<file path="config.mk">
export PLATFORM = sky130hd
export DESIGN_NAME = rdm_ctrl
export DESIGN_NICKNAME = d
export VERILOG_FILES = /design/src/rdm_pkg.sv /design/src/rdm_ctrl.sv
export SDC_FILE = /design/constraint.sdc
export NUM_CORES = 1
export LEC_CHECK = 0
export BUFFER_PORTS_ARGS = -buffer_cell sky130_fd_sc_hd__buf_2
export CAP_MARGIN = 20
export CORE_AREA = 2 2 39 41
export CTS_CLUSTER_SIZE = 30
export DETAILED_ROUTE_END_ITERATION = 10
export DIE_AREA = 0 0 41 43
export PLACE_DENSITY_LB_ADDON = 0.3
export SLEW_MARGIN = 20
export SYNTH_ARGS = -nofsm -noshare
export SYNTH_HDL_FRONTEND = slang
export SYNTH_SLANG_ARGS = --single-unit
</file>
<file path="constraint.sdc">
create_clock -name clk -period 2.1 [get_ports clk]
set_clock_uncertainty 0.15 [all_clocks]
set_input_delay 0.42 -clock clk [delete_from_list [all_inputs] [get_ports clk]]
set_output_delay 0.42 -clock clk [all_outputs]
set_load 0.02 [all_outputs]
</file>
<file path="src/rdm_pkg.sv">
`timescale 1ns / 1ps
// shared types and constants for the reverse depth map block
// no dependencies

package rdm_pkg;

  localparam int COLOR_PIXELS = 2097152;
  localparam int DEPTH_PIXELS = 262144;
  localparam int COLOR_AW     = $clog2(COLOR_PIXELS);

  localparam int LIMIT_W = 22;
  localparam int PIX_W   = 18;
  localparam int MM_W    = 16;
  localparam int SLOT_W  = 22;
  localparam int MAP_W   = 19;

  // word layout in the map memory: {valid, depth in mm, depth pixel}
  localparam int ENTRY_W = 1 + MM_W + PIX_W;

  localparam logic [LIMIT_W-1:0] LIMIT_RESET     = 22'd2073600;
  localparam logic [LIMIT_W:0]   COLOR_PIXELS_W  = 23'(COLOR_PIXELS);
  localparam logic [20:0]        DEPTH_PIXELS_W  = 21'(DEPTH_PIXELS);
  localparam logic [COLOR_AW-1:0] SWEEP_LAST     = COLOR_AW'(COLOR_PIXELS - 1);

  typedef enum logic [1:0] {
    OP_CLEAR   = 2'd0,
    OP_SCATTER = 2'd1,
    OP_LOOKUP  = 2'd2,
    OP_NOP     = 2'd3
  } opcode_t;

  typedef struct packed {
    logic load_item;    // capture an accepted input transaction
    logic sweep_start;  // reset the sweep address
    logic sweep_step;   // write an empty entry at the sweep address
    logic result_load;  // commit the entry update and load the result register
  } ctrl_cmd_t;

  typedef struct packed {
    logic sweep_last;
    logic out_free;
    logic op_clear;
  } ctrl_status_t;

endpackage

</file>
<file path="src/rdm_ctrl.sv">
`timescale 1ns / 1ps
// controller state machine for the reverse depth map
// depends on rdm_pkg

module rdm_ctrl import rdm_pkg::*; (
  input  logic         clk,
  input  logic         rst,
  input  logic         in_valid,
  output logic         in_ready,
  input  ctrl_status_t status,
  output ctrl_cmd_t    cmd
);

  typedef enum logic [4:0] {
    ST_SWEEP = 5'b00001,
    ST_IDLE  = 5'b00010,
    ST_READ  = 5'b00100,
    ST_UPD   = 5'b01000,
    ST_CLEAR = 5'b10000
  } state_t;

  state_t state, state_next;

  always_ff @(posedge clk) begin
    if (rst) begin
      state <= ST_SWEEP;
    end else begin
      state <= state_next;
    end
  end

  assign in_ready = (state == ST_IDLE);

  always_comb begin
    state_next      = state;
    cmd.load_item   = 1'b0;
    cmd.sweep_start = 1'b0;
    cmd.sweep_step  = 1'b0;
    cmd.result_load = 1'b0;
    case (state)
      ST_SWEEP: begin
        cmd.sweep_step = 1'b1;
        if (status.sweep_last) begin
          state_next = ST_IDLE;
        end
      end
      ST_IDLE: begin
        if (in_valid) begin
          cmd.load_item   = 1'b1;
          cmd.sweep_start = 1'b1;
          state_next      = status.op_clear ? ST_CLEAR : ST_READ;
        end
      end
      ST_READ: begin
        state_next = ST_UPD;
      end
      ST_UPD: begin
        // hold here until the result register can take the result
        if (status.out_free) begin
          cmd.result_load = 1'b1;
          state_next      = ST_IDLE;
        end
      end
      ST_CLEAR: begin
        cmd.sweep_step = 1'b1;
        if (status.sweep_last) begin
          state_next = ST_UPD;
        end
      end
      default: begin
        state_next = ST_SWEEP;
      end
    endcase
  end

endmodule

</file>
After elaboration in Yosys (flattened, before gate mapping)
Index checks and enable logic that the tools add are counted.
{"block": "totals", "register_bits": 5, "in_bits": 6, "output_inout_bits": 5, "wordCells": 23}
{"block": "classes", "n_eq_ne": 9, "mux": 11, "reduce_logical": 2}
{"op": "2-to-1 mux 5 bit", "count": 5}
{"op": "case mux 5 bit (5 select lines)", "count": 1}
{"op": "inequality test 2 bit (second input constant)", "count": 4}
{"op": "== test 5 x 1 -> 1 bit (second input constant)", "count": 1}
{"op": "== test 5 x 2 -> 1 bit (second input constant)", "count": 1}
{"op": "== test 5 x 3 -> 1 bit (second input constant)", "count": 1}
{"op": "== test 5 x 4 -> 1 bit (second input constant)", "count": 1}
{"op": "== test 5 bit (second input constant)", "count": 1}
{"op": "2-to-1 mux 2 bit", "count": 2}
{"op": "AND reduction 4 bit", "count": 1}
{"op": "2-to-1 mux 1 bit", "count": 3}
{"op": "OR reduction 2 bit", "count": 1}

Depth between registers and ports, before layout
Gate-level depths: netlist of the first run.
{"block": "depth", "depth_word": 3, "depth_mapped": 6, "depth_no_buf": 4}

Least setup slack after synthesis of the first run
Ideal clock, no wire load.
{"block": "synth_path", "path_type": "reg-to-output", "startpoint": "register state[4]", "endpoint": "output port cmd[3] in the netlist's numbering", "arrival_time_ns": 1.265, "required_ns": 1.530, "path_slack_ns": 0.265, "stages_incl_launch_ff": 7, "path_buffers": 2, "path_cell_list": "dfxtp_1 > buf_4 > nor2_1 > and3_1 > nand2_1 > inv_1 > buf_4"}
{"item": "start, declared", "line": "rdm_ctrl.sv:22", "rtl": "state_t state, state_next;"}
{"item": "start signal, assigned", "line": "rdm_ctrl.sv:28", "rtl": "state <= state_next;"}
{"item": "end, declared", "line": "rdm_ctrl.sv:11", "rtl": "output ctrl_cmd_t cmd"}

==> impl_metrics.csv, run 1 <==
group,metric,value,unit
min_path,min_path_type,"in -> reg",
place,gp_congestion,0.6966,
grt,grt_max_degree,9,
sta,max_freq,515.0,MHz
finish,drive_above_1_share,32.69,%
clocking,cts_root_buf,"clkbuf_4",
job,maxCapViolations,0,
route,drtIter0Drc,0,
sta,fin_crit_sh,92.47,%
synth,yosys_warnings,0,
route,vias_per_cell,4.441,
sta,slew_viol_final,0,
synth,yosysSeqAreaShare,31.75,%
route,antenna_left,0,
worst_setup_path,r2r_cells,4,
synth,synth-seq-cells,5,
sta,min_period,1.942,ns
route,routedWlPerCell,9.426,µm
clocking,clk-insertion-delay-late,0.24,ns
grt,grt_pass1_vias,292,
worst_setup_path,timing.rr.start,"state[0]",
place,hpwl,525,µm
power_and_ir_drop,power,274.9,µW
synth,ys_top_cells_by_area,"dfxtp_1 32%, nand3b_1 7.1%, inv_1 6.0%",
floorplan,pin_count,11,
power_and_ir_drop,leakage,0.1902,nW
sta,setup_tns,0,ns
synth,synth.top_cell.area_share,31.75,%
finish,largest_reg_flops,5,
grt,grt_use_total,9.328,%
run_status,outcome,"complete, no violations",
synth,synth_area_per_cell,7.883,µm²
finish,num_antenna_cells,0,
worst_setup_path,cp.required,1.53,ns
floorplan,die_x,41,µm
worst_setup_path,critPathCaptureType,"output pin",
route,drc,0,
route,wirelength,641,µm
sta,relSlewSlack,84.57,%
finish,num-fill-cells,159,
floorplan,num_rows,14,
clocking,clockBufferDepth,2,
finish,multiInputGateArea,186.4,µm²
route,vias,302,
sta,holdWs,0.2069,ns
clocking,cts_tree,"built",
clocking,ctsHtreeMaxLevel,1,
floorplan,initial_utilization,22.78,%
min_path,hold_path_startpoint,"status[0]",
clocking,cts.sinks,5,
finish,top_register,"state",
route,first_pass_iters,1,
sta,setup_viol,0,
worst_setup_path,ff2ff_setup_slack,0.47,ns
synth,netlist_instances,40,
sta,max_slew.worst_pin.slew,0.2311,ns
finish,largestRegisters,"state: 5 flops",
power_and_ir_drop,peakVddDrop,0.0002136,V
min_path,hold_end,"state[2]",
clocking,cts_buffers,3,
floorplan,die_height,43,µm
floorplan,dieArea,1763,µm²
place,post_dp_cell_area,370.4,µm²
synth,syn_area,315.3,µm²
floorplan,core-area,1384,µm²
synth,yosysTopAreaCell,"dfxtp_1",
grt,antenna_found_initial,0,
min_path,whs_path_depth,2,
sta,hold_viol_final,0,
finish,area_growth,27.78,%
worst_setup_path,worstPathArrival,1.37,ns
worst_setup_path,critPathKind,"reg -> out",
finish,regArea,101.3,µm²
synth,synth_fp_nets,46,
grt,grt_overflow_total,0,
worst_setup_path,worstSetupStartpointType,"register",
clocking,clk_pin_slew,0.04,ns
finish,fin_area,402.9,µm²
grt,grt_pass1_wl,1.069,mm
synth,synth.distinct_cells,20,
place,port_buffers,10,
worst_setup_path,cp_max_fo,5,
power_and_ir_drop,power_density,682.4,nW/µm²
sta,rsz0062_at_grt,"no",
worst_setup_path,timing.rr.end,"state[1]",
finish,nets,59,
clocking,post-cts-setup-buffer-count,0,
==> cells by family (layout without fill, tap and decap cells) <==
logic type	count (synthesis)	count (layout)	synth area share, %
AO/OA/AOI/OAI	8	8	18.26
XOR/XNOR	3	3	8.335
buffers and inverters	7	19	10.71
flip-flops	5	5	31.75
AND/OR/NAND/NOR	17	17	30.95
==> worst max path at each step <==
stage,from,to,slack [ns],cells past startpoint
detailed placement,state[4],cmd[1],0.36,4
floorplan,state[4],cmd[3],0.26,6
CTS,state[4],cmd[1],0.09,4
global route,state[0],cmd[1],0.07,4
finish,state[0],cmd[1],0.16,4
global placement,state[4],cmd[1],0.38,4
==> timing repair <==
item	in CTS	in global routing
hold buffers	0	0
gates resized for setup	0	2
endpoints found under the setup margin	0	2
==> cell usage in the layout (no fill, tap or decap) <==
| cell type | count |
|---|---|
| buf_2 | 10 |
| o22a_1 | 1 |
| nand2b_1 | 2 |
| nand4b_1 | 1 |
| clkbuf_4 | 3 |
| clkbuf_1 | 1 |
| xor2_1 | 2 |
| nand3b_1 | 3 |
| xnor2_1 | 1 |
| o21ai_0 | 2 |
| dfxtp_2 | 1 |
| nand2_1 | 2 |
| inv_1 | 5 |
| nor2_1 | 5 |
| a21oi_1 | 1 |
| a31o_2 | 1 |
| and3_1 | 1 |
| o211ai_1 | 1 |
| dfxtp_1 | 4 |
| or4_4 | 1 |
| nor3_2 | 1 |
| a22o_1 | 1 |
| nor3_1 | 1 |
| o32ai_1 | 1 |
==> critical path, stage by stage (launching register included) <==
cell and delay [ns]:
dfxtp_1 0.41, xnor2_1 0.10, or4_4 0.42, inv_1 0.06, buf_2 0.15
==> report_power, final <==
| part | leakage [nW] | total [mW] | internal, mW | switching (mW) |
|---|---|---|---|---|
| Clock | 0.0150 | 0.108 | 0.0717 | 0.0368 |
| Sequential | 0.0413 | 0.108 | 0.101 | 0.00770 |
| Combinational | 0.134 | 0.0581 | 0.0294 | 0.0288 |
==> through the flow <==
| step | worst slack [ns] | util, % | cells |
|---|---|---|---|
| final | 0.1581 | 29.11 | 68 |
| after global routing | 0.06841 | 29.11 | 68 |
| after CTS | 0.09089 | 28.66 | 68 |
| after detailed placement | 0.3600 | 26.76 | 64 |
| after global placement | 0.3796 | 26.76 | 64 |
| after floorplan | 0.2650 | - | 40 |
==> Yosys cell counts <==
library cell and instances:
o22a_1 1, o32ai_1 1, nand2_1 2, nor2_1 5, a31o_2 1, nand4b_1 1, o21ai_0 2, nand2b_1 2
and3_1 1, a21oi_1 1, xnor2_1 1, xor2_1 2, nand3b_1 3, or4_4 1, nor3_1 2, a22o_1 1
o211ai_1 1, buf_4 2, inv_1 5, dfxtp_1 5
==> routing by layer <==
| metal | wire length (µm) | vias to the layer above | track usage (%) | part of all wire, % |
|---|---|---|---|---|
| li1 | - | 163 | - | - |
| met1 | 294 | 129 | 10.58 | 46 |
| met2 | 301 | 10 | 13.13 | 47 |
| met3 | 45 | 0 | 3.141 | 7.0 |
| met4 | 0 | 0 | 8.000 | 0 |
| met5 | 0 | - | 0 | 0 |
==> area by class of cell <==
type / instances / share of cell area [%]
inverter: 5 / 4.658
multi-input combinational: 28 / 46.27
clock buffer: 4 / 6.522
tap: 16 / 4.969
timing repair buffer: 10 / 12.42
sequential: 5 / 25.16
Note: power is estimated with default switching activity, not from simulation.
==> run 2, diff against run 1 <==
--- a/config.mk
+++ b/config.mk
@@ -5,12 +5,12 @@
 export SDC_FILE = /design/constraint.sdc
 export NUM_CORES = 1
 export LEC_CHECK = 0
-export BUFFER_PORTS_ARGS = -buffer_cell sky130_fd_sc_hd__buf_2
 export CAP_MARGIN = 20
 export CORE_AREA = 2 2 39 41
 export CTS_CLUSTER_SIZE = 30
 export DETAILED_ROUTE_END_ITERATION = 10
 export DIE_AREA = 0 0 41 43
+export DONT_BUFFER_PORTS = 1
 export PLACE_DENSITY_LB_ADDON = 0.3
 export SLEW_MARGIN = 20
 export SYNTH_ARGS = -nofsm -noshare
==> impl_metrics.csv, run 2 (same netlist as run 1, synthesis figures left out) <==
group,metric,value,unit
worst_setup_path,timing.rr.end,"state[1]",
finish,area_growth,13.10,%
sta,setup_tns,0,ns
sta,max_freq,510.1,MHz
grt,antenna_found_initial,0,
finish,stdcell_count,59,
clocking,ctsHtreeMaxLevel,1,
route,first_pass_iters,3,
job,maxCapViolations,0,
floorplan,core-area,1384,µm²
sta,hold_viol_final,0,
clocking,cts.sinks,5,
finish,largestRegisters,"state: 5 flops",
worst_setup_path,worstSetupStartpointType,"register",
sta,min_period,1.960,ns
power_and_ir_drop,leakage,0.1485,nW
finish,top_register,"state",
place,port_buffers,0,
worst_setup_path,cpPeakStageDelay,0.38,ns
clocking,clockBufferDepth,2,
place,dp_cells,55,
floorplan,initial_utilization,22.78,%
worst_setup_path,cp.required,1.53,ns
power_and_ir_drop,power_density,740.1,nW/µm²
route,vias,270,
finish,largest_reg_flops,5,
worst_setup_path,crit_path_start,"state[4]",
worst_setup_path,timing.rr.start,"state[4]",
finish,num_antenna_cells,0,
floorplan,pin_count,11,
finish,nets,50,
power_and_ir_drop,power,263.9,µW
finish,fin_area,356.6,µm²
clocking,cts_root_buf,"clkbuf_4",
worst_setup_path,ff2ff_setup_slack,0.41,ns
route,antenna_left,0,
worst_setup_path,r2r_cells,4,
grt,grt_max_degree,9,
place,post_dp_cell_area,327.8,µm²
clocking,post-cts-setup-buffer-count,0,
power_and_ir_drop,peakVddDrop,0.0003459,V
grt,grt_use_total,9.849,%
sta,slew_viol_final,0,
finish,utilization,25.77,%
worst_setup_path,path_cells,"nor3_1 > nand3b_1 > nor2_2",
sta,rsz0062_at_grt,"no",
worst_setup_path,crit_path_end,"cmd[0]",
grt,grt_overflow_total,0,
clocking,clk_pin_slew,0.04,ns
worst_setup_path,cp_max_fo,8,
run_status,outcome,"complete, no violations",
grt,grt_pass1_vias,263,
floorplan,die_x,41,µm
sta,holdWs,0.1022,ns
floorplan,dieArea,1763,µm²
worst_setup_path,critPathCaptureType,"output pin",
worst_setup_path,critPathSlowestCell,"dfxtp_1",
min_path,min_path_type,"in -> reg",
sta,max_slew.worst_pin.slew,0.3354,ns
floorplan,die_height,43,µm
place,pre_cts_ws,0.3133,ns
worst_setup_path,critPathKind,"reg -> out",
sta,setup_viol,0,
route,wirelength,622,µm
place,gp_congestion,0.6856,
grt,grt_pass1_wl,1.028,mm
route,routedWlPerCell,10.54,µm
route,drc,0,
finish,most-common-layout-cells,"5 x inv_1, 5 x dfxtp_1, 4 x nor2_1",
route,vias_per_cell,4.576,
sta,relSlewSlack,77.61,%
worst_setup_path,worstPathArrival,1.39,ns
finish,drive_above_1_share,16.28,%
sta,setup_slack,0.1398,ns
floorplan,num_rows,14,
clocking,cts_buffers,3,
route,drtIter0Drc,4,
clocking,cts_tree,"built",
clocking,clk-insertion-delay-late,0.24,ns
sta,fin_crit_sh,93.34,%
run 2: cell count changes in the layout (fill, tap and decap cells not counted):
cell,before,now
nor2_2,0,1
nor3_1,1,2
dfxtp_1,4,5
buf_2,10,0
nor3_2,1,0
dfxtp_2,1,0
buf_4,0,1
nor2_1,5,4
run 2: worst min-delay path by stage:
stage | start | to | slack, ns | cells past startpoint
final | rst | state[2] | 0.10 | 1
after global routing | rst | state[3] | 0.08 | 1
after CTS | rst | state[2] | 0.09 | 1
after detailed placement | rst | state[2] | 0.35 | 1
after global placement | rst | state[3] | 0.36 | 1
after floorplan | rst | state[3] | 0.34 | 1
run 2: power by group:
| part | internal (mW) | switching, mW |
|---|---|---|
| sequential | 0.101 | 0.00713 |
| combinational | 0.0224 | 0.0246 |
| clock | 0.0717 | 0.0375 |
| total | 0.195 | 0.0692 |
run 2: layer usage:
layer	wire (µm)	global-route usage [%]
met5	0	0
met3	58	7.853
met4	0	8.000
met2	243	10.63
met1	320	11.94
run 2: final cells by class:
type | count | area, µm²
well taps | 16 | 20.02
flip-flops and latches | 5 | 100.1
repair buffers | 1 | 7.507
multi-input cells | 28 | 183.9
fillers | 156 | 1027
inverters | 5 | 18.77
clock buffers | 4 | 26.28
run 2: worst max-delay path, delay by kind of cell (launching register included):
family	cells	cell delay (ns)
flip-flops	1	0.38
AND/OR/NAND/NOR	3	0.77
run 2: what timing repair did:
item                       in CTS  in global routing
resized for setup               0                  1
setup endpoints to repair       0                  1
hold buffers                    0                  0
==> run 3, diff against run 2 <==
--- a/config.mk
+++ b/config.mk
@@ -5,13 +5,11 @@
 export SDC_FILE = /design/constraint.sdc
 export NUM_CORES = 1
 export LEC_CHECK = 0
-export CAP_MARGIN = 20
 export CORE_AREA = 2 2 39 41
 export CTS_CLUSTER_SIZE = 30
 export DETAILED_ROUTE_END_ITERATION = 10
 export DIE_AREA = 0 0 41 43
 export DONT_BUFFER_PORTS = 1
-export PLACE_DENSITY_LB_ADDON = 0.3
 export SLEW_MARGIN = 20
 export SYNTH_ARGS = -nofsm -noshare
 export SYNTH_HDL_FRONTEND = slang
==> impl_metrics.csv, run 3 (same netlist as run 1, synthesis figures left out) <==
group,metric,value,unit
sta,holdWs,0.1028,ns
sta,setup_viol,0,
finish,area_growth,12.70,%
clocking,cts_tree,"built",
grt,grt_overflow_total,0,
min_path,hold_path_startpoint,"rst",
finish,drive_above_1_share,21.43,%
worst_setup_path,cp.required,1.53,ns
clocking,clk-insertion-delay-late,0.24,ns
min_path,min_path_type,"in -> reg",
grt,grt_max_degree,9,
power_and_ir_drop,leakage,0.1411,nW
floorplan,die_x,41,µm
clocking,cts_root_buf,"clkbuf_4",
sta,max_freq,506.2,MHz
clocking,cts.sinks,5,
worst_setup_path,ff2ff_setup_slack,0.39,ns
sta,rsz0062_at_grt,"no",
clocking,ctsHtreeMaxLevel,1,
route,vias,284,
worst_setup_path,critPathCaptureType,"output pin",
worst_setup_path,critPathKind,"reg -> out",
power_and_ir_drop,peakVddDrop,0.0004906,V
sta,fin_crit_sh,94.06,%
worst_setup_path,cp_max_fo,8,
floorplan,die_height,43,µm
floorplan,initial_utilization,22.78,%
job,maxCapViolations,0,
route,antenna_left,0,
floorplan,pin_count,11,
floorplan,dieArea,1763,µm²
finish,largestRegisters,"state: 5 flops",
place,hpwl,467.2,µm
clocking,clockBufferDepth,2,
place,post_dp_cell_area,320.3,µm²
min_path,whs_path_depth,1,
grt,grt_use_total,8.560,%
finish,num_antenna_cells,0,
finish,most-common-layout-cells,"5 x dfxtp_1, 4 x nor2_1, 4 x inv_1",
worst_setup_path,worstSetupStartpointType,"register",
finish,multiInputGateArea,190.2,µm²
worst_setup_path,timing.rr.start,"state[4]",
floorplan,core-area,1384,µm²
finish,fin_area,355.3,µm²
finish,nets,49,
route,first_pass_iters,2,
grt,grt_pass1_vias,257,
sta,hold_viol_final,0,
route,routedWlPerCell,10.52,µm
finish,top_register,"state",
worst_setup_path,r2r_cells,4,
clocking,clk_pin_slew,0.04,ns
sta,setup_slack,0.1247,ns
min_path,hold_end,"state[3]",
place,pre_cts_ws,0.2383,ns
sta,relSlewSlack,80.18,%
place,gp_congestion,0.7485,
grt,antenna_found_initial,0,
run_status,outcome,"complete, no violations",
floorplan,num_rows,14,
finish,largest_reg_flops,5,
route,drtIter0Drc,6,
worst_setup_path,timing.rr.end,"state[1]",
place,port_buffers,0,
route,wirelength,610,µm
sta,slew_viol_final,0,
power_and_ir_drop,power_density,740.3,nW/µm²
grt,grt_pass1_wl,1.021,mm
finish,layout_commonest_cell,"dfxtp_1",
finish,num-fill-cells,167,
worst_setup_path,worstPathArrival,1.41,ns
route,drc,0,
clocking,cts_buffers,3,
clocking,hold_buffers,0,
sta,setup_tns,0,ns
finish,regArea,100.1,µm²
sta,max_slew.worst_pin.slew,0.2969,ns
sta,min_period,1.975,ns
route,vias_per_cell,4.897,
==> run 3: cell types whose count changed in the layout (fill, tap and decap cells not counted), sizes merged <==
cell	change
buf	-1
==> run 3: worst max path at each step <==
| stage | end | slack (ns) | startpoint | depth (start not counted) |
|---|---|---|---|---|
| after detailed placement | cmd[3] | 0.24 | state[3] | 4 |
| after CTS | cmd[3] | 0.06 | state[3] | 4 |
| after global placement | cmd[3] | 0.26 | state[3] | 4 |
| final | cmd[1] | 0.12 | state[4] | 3 |
| after floorplan | cmd[3] | 0.26 | state[4] | 6 |
| after global routing | cmd[1] | 0.04 | state[4] | 3 |
==> run 3: layout make-up <==
class / count / area share (%)
clock buffer: 4 / 7.394
inverter: 5 / 5.282
multi-input combinational: 28 / 53.52
sequential: 5 / 28.17
tap: 16 / 5.634
==> run 3: metal layers <==
layer,track usage [%],vias to the layer above,share of wire [%],routed length [µm]
li1,-,142,-,-
met4,2.000,0,0,0
met1,11.36,128,48,294
met2,11.56,14,40,241
met5,0,-,0,0
met3,5.236,0,12,74
==> run 3: power breakdown <==
group	switching (mW)	total, mW	internal, mW
combinational	0.0245	0.0470	0.0226
sequential	0.00755	0.108	0.101
clock	0.0362	0.108	0.0716
total	0.0682	0.263	0.195
==> run 3: what timing repair did <==
action / in CTS / in global routing
pin swaps: 0 / 0
resized for setup: 1 / 3
endpoints found under the setup margin: 2 / 3
setup buffers: 0 / 0
hold endpoints to repair: 0 / 0
==> run 3: worst max-delay path, cell delays in order, from the launching register on <==
cell and delay [ns]:
dfxtp_1 0.48, xnor2_1 0.10, or4_4 0.42, inv_1 0.17
==> run 3: per-stage QoR <==
step	cells	power (mW)	utilization (%)
floorplan	40	0.1491	-
global placement	54	0.1540	23.15
detailed placement	54	0.1545	23.15
CTS	58	0.2660	25.05
global route	58	0.2823	25.68
finish	58	0.2631	25.68
